**src/mcdcr_pkg.sv**
```systemverilog
// ----------------------------------------------------------------------------
// mcdcr_pkg - shared types and constants of the deadband change reporter
// Field widths, configuration register indexes, result cause codes and the
// control words passed between the lanes, the merge stage and the emitter.
// ----------------------------------------------------------------------------
`default_nettype none
package mcdcr_pkg;

  // fixed field widths of the stream words
  localparam int unsigned SAMPLE_FIELD_W = 10;
  localparam int unsigned NUM_SAMPLES    = 8;
  localparam int unsigned IN_TDATA_W     = 80;
  localparam int unsigned CHAN_W         = 3;
  localparam int unsigned LEVEL_W        = 10;
  localparam int unsigned OUT_TDATA_W    = 16;

  // configuration register widths
  localparam int unsigned ACT_W    = 4;
  localparam int unsigned DB_W     = 10;
  localparam int unsigned PERIOD_W = 16;
  localparam int unsigned CFG_IDX_W  = 2;
  localparam int unsigned CFG_DATA_W = 16;

  // tick counter saturates here
  localparam logic [PERIOD_W-1:0] COUNT_TOP = 16'hFFFF;

  // reset values of the configuration registers
  localparam logic [ACT_W-1:0]    ACT_RESET    = 4'd8;
  localparam logic [DB_W-1:0]     DB_RESET     = 10'd5;
  localparam logic [PERIOD_W-1:0] PERIOD_RESET = 16'd300;

  // configuration register indexes
  typedef enum logic [CFG_IDX_W-1:0] {
    CFG_ACTIVE   = 2'd0,
    CFG_DEADBAND = 2'd1,
    CFG_PERIOD   = 2'd2
  } cfg_idx_t;

  // cause codes carried in tuser
  localparam logic CAUSE_CHANGE  = 1'b0;
  localparam logic CAUSE_REFRESH = 1'b1;

  // decision of the merge stage for one tick
  typedef struct packed {
    logic hit;    // some active channel moved beyond the deadband
    logic emit;   // a snapshot follows this tick
    logic cause;  // cause code of that snapshot
  } mcdcr_dec_t;

  // snapshot request handed to the emitter
  typedef struct packed {
    logic             start;
    logic             cause;
    logic [ACT_W-1:0] count;
  } mcdcr_snap_t;

endpackage : mcdcr_pkg
`default_nettype wire

```
**src/multi_channel_deadband_change_reporter_unit.sv**
```systemverilog
// ----------------------------------------------------------------------------
// multi_channel_deadband_change_reporter_unit - deadband change reporter
// Checks every active channel of a tick against its last reported level in
// parallel lanes and emits a snapshot of all active channels on the first
// change beyond the deadband or on a periodic refresh.
//
//   channel | direction | handshake            | payload
//   --------+-----------+----------------------+-------------------------------
//   in_     | slave     | in_tvalid/in_tready  | tdata: sample_0..sample_7
//   out_    | master    | out_tvalid/out_tready| tdata: channel, level; tuser:
//           |           |                      | cause; tlast: last_of_report
//   cfg_    | slave     | cfg_valid/cfg_ready  | cfg_index, cfg_data
//
// A tick is checked in the cycle it is accepted. A snapshot carries one word
// per active channel (up to MAX_CHANNELS), the emitter reading one stored
// level per word and holding each word until out_tready takes it.
// The next tick is taken in the cycle the final word of a snapshot is taken.
// Reset clears the stored levels and the tick counter and loads the
// register defaults; cfg_ready is always high.
// ----------------------------------------------------------------------------
`default_nettype none
module multi_channel_deadband_change_reporter_unit
  import mcdcr_pkg::*;
#(
  parameter int unsigned MAX_CHANNELS = 8,
  parameter int unsigned SAMPLE_BITS  = 10
) (
  input  wire logic                   clk,
  input  wire logic                   rst_n,
  input  wire logic                   in_tvalid,
  output logic                        in_tready,
  input  wire logic [IN_TDATA_W-1:0]  in_tdata,   // sample_0[9:0] .. sample_7[79:70]
  output logic                        out_tvalid,
  input  wire logic                   out_tready,
  output logic [OUT_TDATA_W-1:0]      out_tdata,  // channel[2:0], level[12:3], zero pad
  output logic                        out_tuser,  // cause
  output logic                        out_tlast,
  input  wire logic                   cfg_valid,
  output logic                        cfg_ready,
  input  wire logic [CFG_IDX_W-1:0]   cfg_index,
  input  wire logic [CFG_DATA_W-1:0]  cfg_data
);

  logic [ACT_W-1:0]    act_r,    act_nxt;
  logic [DB_W-1:0]     db_r,     db_nxt;
  logic [PERIOD_W-1:0] period_r, period_nxt;
  logic [PERIOD_W-1:0] count_r,  count_nxt;
  logic [SAMPLE_BITS-1:0] level_r [MAX_CHANNELS];
  logic [SAMPLE_BITS-1:0] level_nxt [MAX_CHANNELS];

  logic [SAMPLE_BITS-1:0]  sample [MAX_CHANNELS];
  logic [MAX_CHANNELS-1:0] changed;
  logic [MAX_CHANNELS-1:0] active;
  logic [MAX_CHANNELS-1:0] wr_en;
  logic [ACT_W-1:0]        n_act;
  logic                    refresh_due;
  logic                    in_acc;
  logic                    busy;
  mcdcr_dec_t              dec;
  mcdcr_snap_t             snap;

  // configuration writes are always taken
  assign cfg_ready = 1'b1;

  always_comb begin
    act_nxt    = act_r;
    db_nxt     = db_r;
    period_nxt = period_r;
    if (cfg_valid) begin
      case (cfg_idx_t'(cfg_index))
        CFG_ACTIVE:   act_nxt    = cfg_data[ACT_W-1:0];
        CFG_DEADBAND: db_nxt     = cfg_data[DB_W-1:0];
        CFG_PERIOD:   period_nxt = cfg_data[PERIOD_W-1:0];
        default: ;
      endcase
    end
  end

  // clamp the channel count and build the lane mask
  always_comb begin
    n_act = (act_r > ACT_W'(MAX_CHANNELS)) ? ACT_W'(MAX_CHANNELS) : act_r;
    for (int i = 0; i < MAX_CHANNELS; i++) begin
      active[i] = ACT_W'(i) < n_act;
      sample[i] = SAMPLE_BITS'(in_tdata[i*SAMPLE_FIELD_W +: SAMPLE_FIELD_W]);
    end
  end

  assign refresh_due = count_r > period_r;
  assign in_tready   = ~busy | (out_tvalid & out_tready & out_tlast);
  assign in_acc      = in_tvalid & in_tready;

  // one deadband check per channel
  for (genvar g = 0; g < MAX_CHANNELS; g++) begin : g_lane
    mcdcr_lane #(
      .SAMPLE_BITS (SAMPLE_BITS)
    ) u_lane (
      .sample   (sample[g]),
      .stored   (level_r[g]),
      .deadband (db_r),
      .changed  (changed[g])
    );
  end

  mcdcr_merge #(
    .MAX_CHANNELS (MAX_CHANNELS)
  ) u_merge (
    .changed     (changed),
    .active      (active),
    .refresh_due (refresh_due),
    .any_active  (n_act != '0),
    .wr_en       (wr_en),
    .dec         (dec)
  );

  // update levels and the tick counter on an accepted tick
  always_comb begin
    count_nxt = count_r;
    for (int i = 0; i < MAX_CHANNELS; i++) begin
      level_nxt[i] = (in_acc && wr_en[i]) ? sample[i] : level_r[i];
    end
    if (in_acc) begin
      if (dec.hit) begin
        count_nxt = '0;
      end else if (refresh_due) begin
        count_nxt = PERIOD_W'(1);
      end else if (count_r != COUNT_TOP) begin
        count_nxt = count_r + PERIOD_W'(1);
      end
    end
    snap.start = in_acc & dec.emit;
    snap.cause = dec.cause;
    snap.count = n_act;
  end

  always_ff @(posedge clk) begin
    if (!rst_n) begin
      act_r    <= ACT_RESET;
      db_r     <= DB_RESET;
      period_r <= PERIOD_RESET;
      count_r  <= '0;
      for (int i = 0; i < MAX_CHANNELS; i++) begin
        level_r[i] <= '0;
      end
    end else begin
      act_r    <= act_nxt;
      db_r     <= db_nxt;
      period_r <= period_nxt;
      count_r  <= count_nxt;
      for (int i = 0; i < MAX_CHANNELS; i++) begin
        level_r[i] <= level_nxt[i];
      end
    end
  end

  mcdcr_emit #(
    .MAX_CHANNELS (MAX_CHANNELS),
    .SAMPLE_BITS  (SAMPLE_BITS)
  ) u_emit (
    .clk        (clk),
    .rst_n      (rst_n),
    .snap       (snap),
    .levels     (level_r),
    .busy       (busy),
    .out_tvalid (out_tvalid),
    .out_tready (out_tready),
    .out_tdata  (out_tdata),
    .out_tuser  (out_tuser),
    .out_tlast  (out_tlast)
  );

  // a change always restarts the counter
  a_change_clears: assert property (@(posedge clk) disable iff (!rst_n)
    in_acc && dec.hit |=> count_r == '0)
    else $error("tick counter not cleared after a change");

  // a quiet tick not past the period advances the counter by one
  a_quiet_counts: assert property (@(posedge clk) disable iff (!rst_n)
    in_acc && !dec.hit && !refresh_due && count_r != COUNT_TOP
    |=> count_r == $past(count_r) + PERIOD_W'(1))
    else $error("tick counter did not advance on a quiet tick");

  // input is held off only while a snapshot is on the output
  a_stall_cause: assert property (@(posedge clk) disable iff (!rst_n)
    !in_tready |-> out_tvalid)
    else $error("input stalled with no snapshot pending");

  // a started snapshot shows its first word next cycle
  a_snap_start: assert property (@(posedge clk) disable iff (!rst_n)
    snap.start |=> out_tvalid && out_tdata[CHAN_W-1:0] == '0)
    else $error("snapshot did not start at channel zero");

endmodule : multi_channel_deadband_change_reporter_unit
`default_nettype wire

```
**src/mcdcr_lane.sv**
```systemverilog
// ----------------------------------------------------------------------------
// mcdcr_lane - deadband check of one channel
// Forms the absolute difference between the new sample and the stored level
// and flags a change when it is larger than the deadband.
// ----------------------------------------------------------------------------
`default_nettype none
module mcdcr_lane
  import mcdcr_pkg::*;
#(
  parameter int unsigned SAMPLE_BITS = 10
) (
  input  wire logic [SAMPLE_BITS-1:0] sample,
  input  wire logic [SAMPLE_BITS-1:0] stored,
  input  wire logic [DB_W-1:0]        deadband,
  output logic                        changed
);

  localparam int unsigned CMP_W = (SAMPLE_BITS > DB_W) ? SAMPLE_BITS : DB_W;

  logic [SAMPLE_BITS-1:0] diff;

  // take the magnitude of the step, then compare at a common width
  always_comb begin
    if (sample > stored) begin
      diff = sample - stored;
    end else begin
      diff = stored - sample;
    end
    changed = CMP_W'(diff) > CMP_W'(deadband);
  end

endmodule : mcdcr_lane
`default_nettype wire

```
**src/mcdcr_merge.sv**
```systemverilog
// ----------------------------------------------------------------------------
// mcdcr_merge - combine the lane flags of one tick
// Picks the lowest active channel that changed, works out which stored levels
// take their new sample and decides whether a snapshot follows.
// ----------------------------------------------------------------------------
`default_nettype none
module mcdcr_merge
  import mcdcr_pkg::*;
#(
  parameter int unsigned MAX_CHANNELS = 8
) (
  input  wire logic [MAX_CHANNELS-1:0] changed,
  input  wire logic [MAX_CHANNELS-1:0] active,
  input  wire logic                    refresh_due,
  input  wire logic                    any_active,
  output logic [MAX_CHANNELS-1:0]      wr_en,
  output mcdcr_dec_t                   dec
);

  logic [MAX_CHANNELS-1:0] clear_before;
  logic [MAX_CHANNELS-1:0] first;
  logic                    seen;

  // priority scan: a lane counts only while no lower active lane changed
  always_comb begin
    seen = 1'b0;
    for (int i = 0; i < MAX_CHANNELS; i++) begin
      clear_before[i] = ~seen;
      first[i]        = active[i] & changed[i] & ~seen;
      seen            = seen | (active[i] & changed[i]);
    end
  end

  // lanes ahead of the change store their sample only when a refresh is due
  always_comb begin
    wr_en     = first | (clear_before & active & {MAX_CHANNELS{refresh_due}});
    dec.hit   = seen;
    dec.emit  = any_active & (seen | refresh_due);
    dec.cause = seen ? CAUSE_CHANGE : CAUSE_REFRESH;
  end

endmodule : mcdcr_merge
`default_nettype wire

```
**src/mcdcr_emit.sv**
```systemverilog
// ----------------------------------------------------------------------------
// mcdcr_emit - snapshot sequencer
// Walks the active channels from zero upward and presents one result word per
// channel, read from the stored levels, with tlast on the final channel.
// ----------------------------------------------------------------------------
`default_nettype none
module mcdcr_emit
  import mcdcr_pkg::*;
#(
  parameter int unsigned MAX_CHANNELS = 8,
  parameter int unsigned SAMPLE_BITS  = 10
) (
  input  wire logic                   clk,
  input  wire logic                   rst_n,
  input  wire mcdcr_snap_t            snap,
  input  wire logic [SAMPLE_BITS-1:0] levels [MAX_CHANNELS],
  output logic                        busy,
  output logic                        out_tvalid,
  input  wire logic                   out_tready,
  output logic [OUT_TDATA_W-1:0]      out_tdata,  // channel[2:0], level[12:3], zero pad
  output logic                        out_tuser,  // cause
  output logic                        out_tlast
);

  localparam int unsigned IDX_W = (MAX_CHANNELS > 1) ? $clog2(MAX_CHANNELS) : 1;

  logic             busy_r,  busy_nxt;
  logic [IDX_W-1:0] idx_r,   idx_nxt;
  logic [ACT_W-1:0] cnt_r,   cnt_nxt;
  logic             cause_r, cause_nxt;
  logic             last;
  logic             take;
  logic [SAMPLE_BITS-1:0] lvl;

  assign last = (ACT_W'(idx_r) + ACT_W'(1)) == cnt_r;
  assign take = busy_r & out_tready;
  assign lvl  = levels[idx_r];

  // start a snapshot, advance on each word taken, drop busy after the last
  always_comb begin
    busy_nxt  = busy_r;
    idx_nxt   = idx_r;
    cnt_nxt   = cnt_r;
    cause_nxt = cause_r;
    if (snap.start) begin
      busy_nxt  = 1'b1;
      idx_nxt   = '0;
      cnt_nxt   = snap.count;
      cause_nxt = snap.cause;
    end else if (take) begin
      if (last) begin
        busy_nxt = 1'b0;
      end else begin
        idx_nxt = idx_r + IDX_W'(1);
      end
    end
  end

  always_ff @(posedge clk) begin
    if (!rst_n) begin
      busy_r <= 1'b0;
      idx_r  <= '0;
    end else begin
      busy_r <= busy_nxt;
      idx_r  <= idx_nxt;
    end
  end

  // snapshot length and cause hold no control meaning outside a snapshot
  always_ff @(posedge clk) begin
    cnt_r   <= cnt_nxt;
    cause_r <= cause_nxt;
  end

  // present the current word
  always_comb begin
    busy       = busy_r;
    out_tvalid = busy_r;
    out_tdata  = {{(OUT_TDATA_W-CHAN_W-LEVEL_W){1'b0}}, LEVEL_W'(lvl), CHAN_W'(idx_r)};
    out_tuser  = cause_r;
    out_tlast  = last;
  end

endmodule : mcdcr_emit
`default_nettype wire

```
**config.mk**
```make
export PLATFORM = sky130hd
export DESIGN_NAME = multi_channel_deadband_change_reporter_unit
export DESIGN_NICKNAME = d
export VERILOG_FILES = /design/src/mcdcr_pkg.sv /design/src/multi_channel_deadband_change_reporter_unit.sv /design/src/mcdcr_lane.sv /design/src/mcdcr_merge.sv /design/src/mcdcr_emit.sv
export SDC_FILE = /design/constraint.sdc
export NUM_CORES = 1
export LEC_CHECK = 0
export BUFFER_PORTS_ARGS = -buffer_cell sky130_fd_sc_hd__buf_2
export CORE_ASPECT_RATIO = 1.25
export CORE_MARGIN = 2
export CORE_UTILIZATION = 35
export CTS_CLUSTER_SIZE = 40
export DETAILED_ROUTE_END_ITERATION = 6
export GPL_TIMING_DRIVEN = 0
export PLACE_DENSITY = 0.61
export SETUP_SLACK_MARGIN = 0.15
export SYNTH_ARGS = -nofsm -noshare
export SYNTH_HDL_FRONTEND = slang
export SYNTH_SLANG_ARGS = --single-unit
```
**constraint.sdc**
```tcl
create_clock -name clk -period 6.2 [get_ports clk]
set_input_delay 0.62 -clock clk [delete_from_list [all_inputs] [get_ports clk]]
set_output_delay 0.62 -clock clk [all_outputs]
set_load 0.01 [all_outputs]
```
==> out/results.ini <==
[floorplanning]
ios=124
core_um2=42000
initial_core_util=0.355
die_area_um2=44300
fp-row-count=84
die_y_um=235
die_w_um=189

[timing]
clock.fmax_mhz=174
fin_worst_skew_ns=0.0128
hold_viol_final=0
slew_viol_final=0
tightest_slew_ns=1.11
post-route-period-util=0.925
period_minus_slack_ns=5.73
setup_ws_ns=0.468
relSlewSlack=0.254
fin_tns_setup_ns=0
rsz0062_at_grt=no
worst_hold_slack_ns=0.402
setup_viol=0

[logic_synthesis]
synth_edf_count=5
synthFlopType=dfxtp_1
async_flop_share=0
synthTopCellsByArea=ha_1 (21%), dfxtp_1 (17%), mux2i_1 (7.8%), inv_1 (6.3%), a21o_1 (3.2%)
yosysWarnings=0
synthCells=1762
yosysMostFrequentCell=inv_1
synth_area_per_cell_um2=8.47
netlist.area_leader.share=0.210
ys_ff_latch=135
synthTopCellsByCount=inv_1 (251), ha_1 (250), dfxtp_1 (130), mux2i_1 (117), nand2_1 (111)
synth_area_um2=14900
synth-seq-area-share=0.184
yosysUniqueCellTypes=92
yosysTopAreaCell=ha_1

[placement]
io_buffers=119
post-dp-hpwl_um=36300
gp_congestion=0.916
dpl_cell_area_um2=16200
dp_cells=2442
place_ws_ns=-0.268

[routing]
drt-wirelength-per-cell_um=18.3
vias=13300
drt_iter0_drc=729
drtAntennaViolNets=0
drt-total-wl_um=45200
vias_per_cell=5.37
drc=0
firstDrtPassIters=5

[global_routing]
grt_usage=0.204
grt_use_met1=0.245
grt_use_met3=0.0296
grt_antenna_before_repair=2
grt_pass1_wl_um=69900
gr-total-overflow=0
first_global_vias=13200
grt_use_met2=0.350
grt_max_degree=17
top_usage_layer=met2

[critical_path]
end_kind=flop
r2r-start=level_r[15]
worst-setup-path-type=flop to flop
cp.required_ns=6.61
critical_path.slowest_cell=a2111o_1
critPathLaunch=level_r[15]
arrival_ns=6.14
crit_top_cell=a221oi_2
slowest_delay_ns=0.43
crit_chain=ha_1 > buf_2 > nand2_1 > o311ai_2 > o41ai_4 > o31ai_4 > mux2_2 > a221oi_2 > o21bai_1 > a221oi_2 > xnor2_1 > ha_1 > a21o_1 > a21o_1 > a221oi_2 > nor3_1 > a2111o_1 > nor3_4 > buf_2 > mux2i_1 > and2_1
crit_fanout=7
worstSetupStartpointType=flop

[pwr]
swShare=0.407
pwr-share-comb=0.477
p_total_mw=3.99
p_leak_nw=7.79
p_seq_frac=0.248
pwr_density_cell_nw_per_um2=235
peakVddDrop_v=0.000205
internal-power_mw=2.37
p_clk_frac=0.275
p_sw_mw=1.62

[run_status]
outcome=finished clean

[clock_network]
cts_root_buf=clkbuf_16
cts_num_sinks=135
cts_buffers=17
clkTransAtPathRegs_ns=0.07
htree_levels=4
cts_tree=done
clk_latency_ns=0.47
cts.path.max_buffers=2
hold_buffers=0

[layout]
final_core_util=0.403
layout-area-overhead-vs-synth_pct=13.4
drive_above_1_share=0.138
nNetsFinal=2274
final_area_um2=16900
fillers=4258
fin_cells=2477
diodes=0

[run]
maxCapViolCount=0

[hold_path]
hp-class=input port to flop
hold_start=cfg_data[11]

[sequential cells by signal (all words and copies together), names as in the netlist]
signal / cells
u_emit.busy: 1
act_r: 4
level_r: 80
u_emit.cnt_r: 4
u_emit.out_tuser: 1
period_r: 16
count_r: 16
db_r: 10
u_emit.idx_r: 3
[final timing paths]
check	slack [ns]	endpoint	cells after the start
max	0.47	level_r[5]	21
min	0.40	period_r[11]	3
max reg2reg	0.47	level_r[5]	21
min reg2reg	0.47	period_r[12]	2
[metal layers]
layer / wire (µm) / part of all wire
met3: 2100 / 0.046
met1: 19300 / 0.43
met4: 2140 / 0.047
met5: 26 / 0.00057
met2: 21700 / 0.48
[critical path: cells and delay by family (launching register included)]
| kind | cells | cell delay [ns] |
|---|---|---|
| compound gates | 10 | 2.78 |
| xor+xnor | 1 | 0.17 |
| fa+ha+maj | 2 | 0.60 |
| buf+inv | 2 | 0.45 |
| flops | 1 | 0.39 |
| mux | 2 | 0.62 |
| simple gates | 4 | 0.66 |
[power groups by stage]
stage                     Sequential (mW)  Combinational [mW]  Clock, mW
after floorplan                     0.980                1.38          0
after global placement               1.01                1.80          0
after detailed placement             1.01                1.85          0
after CTS                           0.989                1.87       1.12
after global routing                0.997                2.10       1.15
final                               0.990                1.90       1.10
[cell families (layout without fill, tap and decap cells)]
kind of cell,count (synthesis),after routing,share of synthesized area
AND/OR/NAND/NOR,419,419,0.149
AO/OA/AOI/OAI,388,388,0.178
buffers and inverters,310,464,0.0819
adder cells (fa/ha/maj),266,266,0.231
multiplexers,167,167,0.131
flip-flops,135,135,0.184
XOR/XNOR,75,75,0.0440
other,2,4,0.000503
[area by class of cell]
class	instances	area (µm²)	area share
Tap cell	559	699	0.0413
Clock buffer	17	425	0.0251
Timing Repair Buffer	122	616	0.0363
Multi-Input combinational cell	1319	11000	0.652
Clock inverter	15	183	0.0108
Inverter	251	942	0.0556
Buffer	59	282	0.0166
Sequential cell	135	2750	0.163
[layout by cell type (no fill, tap or decap), types with 10 or more instances in the layout]
cell / instances
inv_1: 251
ha_1: 250
buf_2: 139
dfxtp_1: 130
mux2i_1: 116
nand2_1: 111
a21oi_1: 88
a21o_1: 63
and2_1: 55
xnor2_1: 52
o21ai_0: 52
nor2_1: 49
nor2b_1: 44
nand4_1: 39
nand3_1: 35
clkbuf_1: 27
mux2_2: 27
nor3_1: 25
o21ai_1: 24
xor2_1: 23
a211oi_1: 21
mux4_2: 20
o21bai_1: 19
clkbuf_16: 17
o211ai_1: 16
fa_1: 16
a21boi_0: 14
nand2b_1: 12
o21a_1: 10
[timing repair]
item,4_1_cts,5_1_grt
setup buffers,0,2
gates cloned,0,1
resized for setup,2,15
pin swaps,0,2
endpoints found under the hold margin,0,0
endpoints found under the setup margin,9,47
Power figures use the tool's default switching activity.
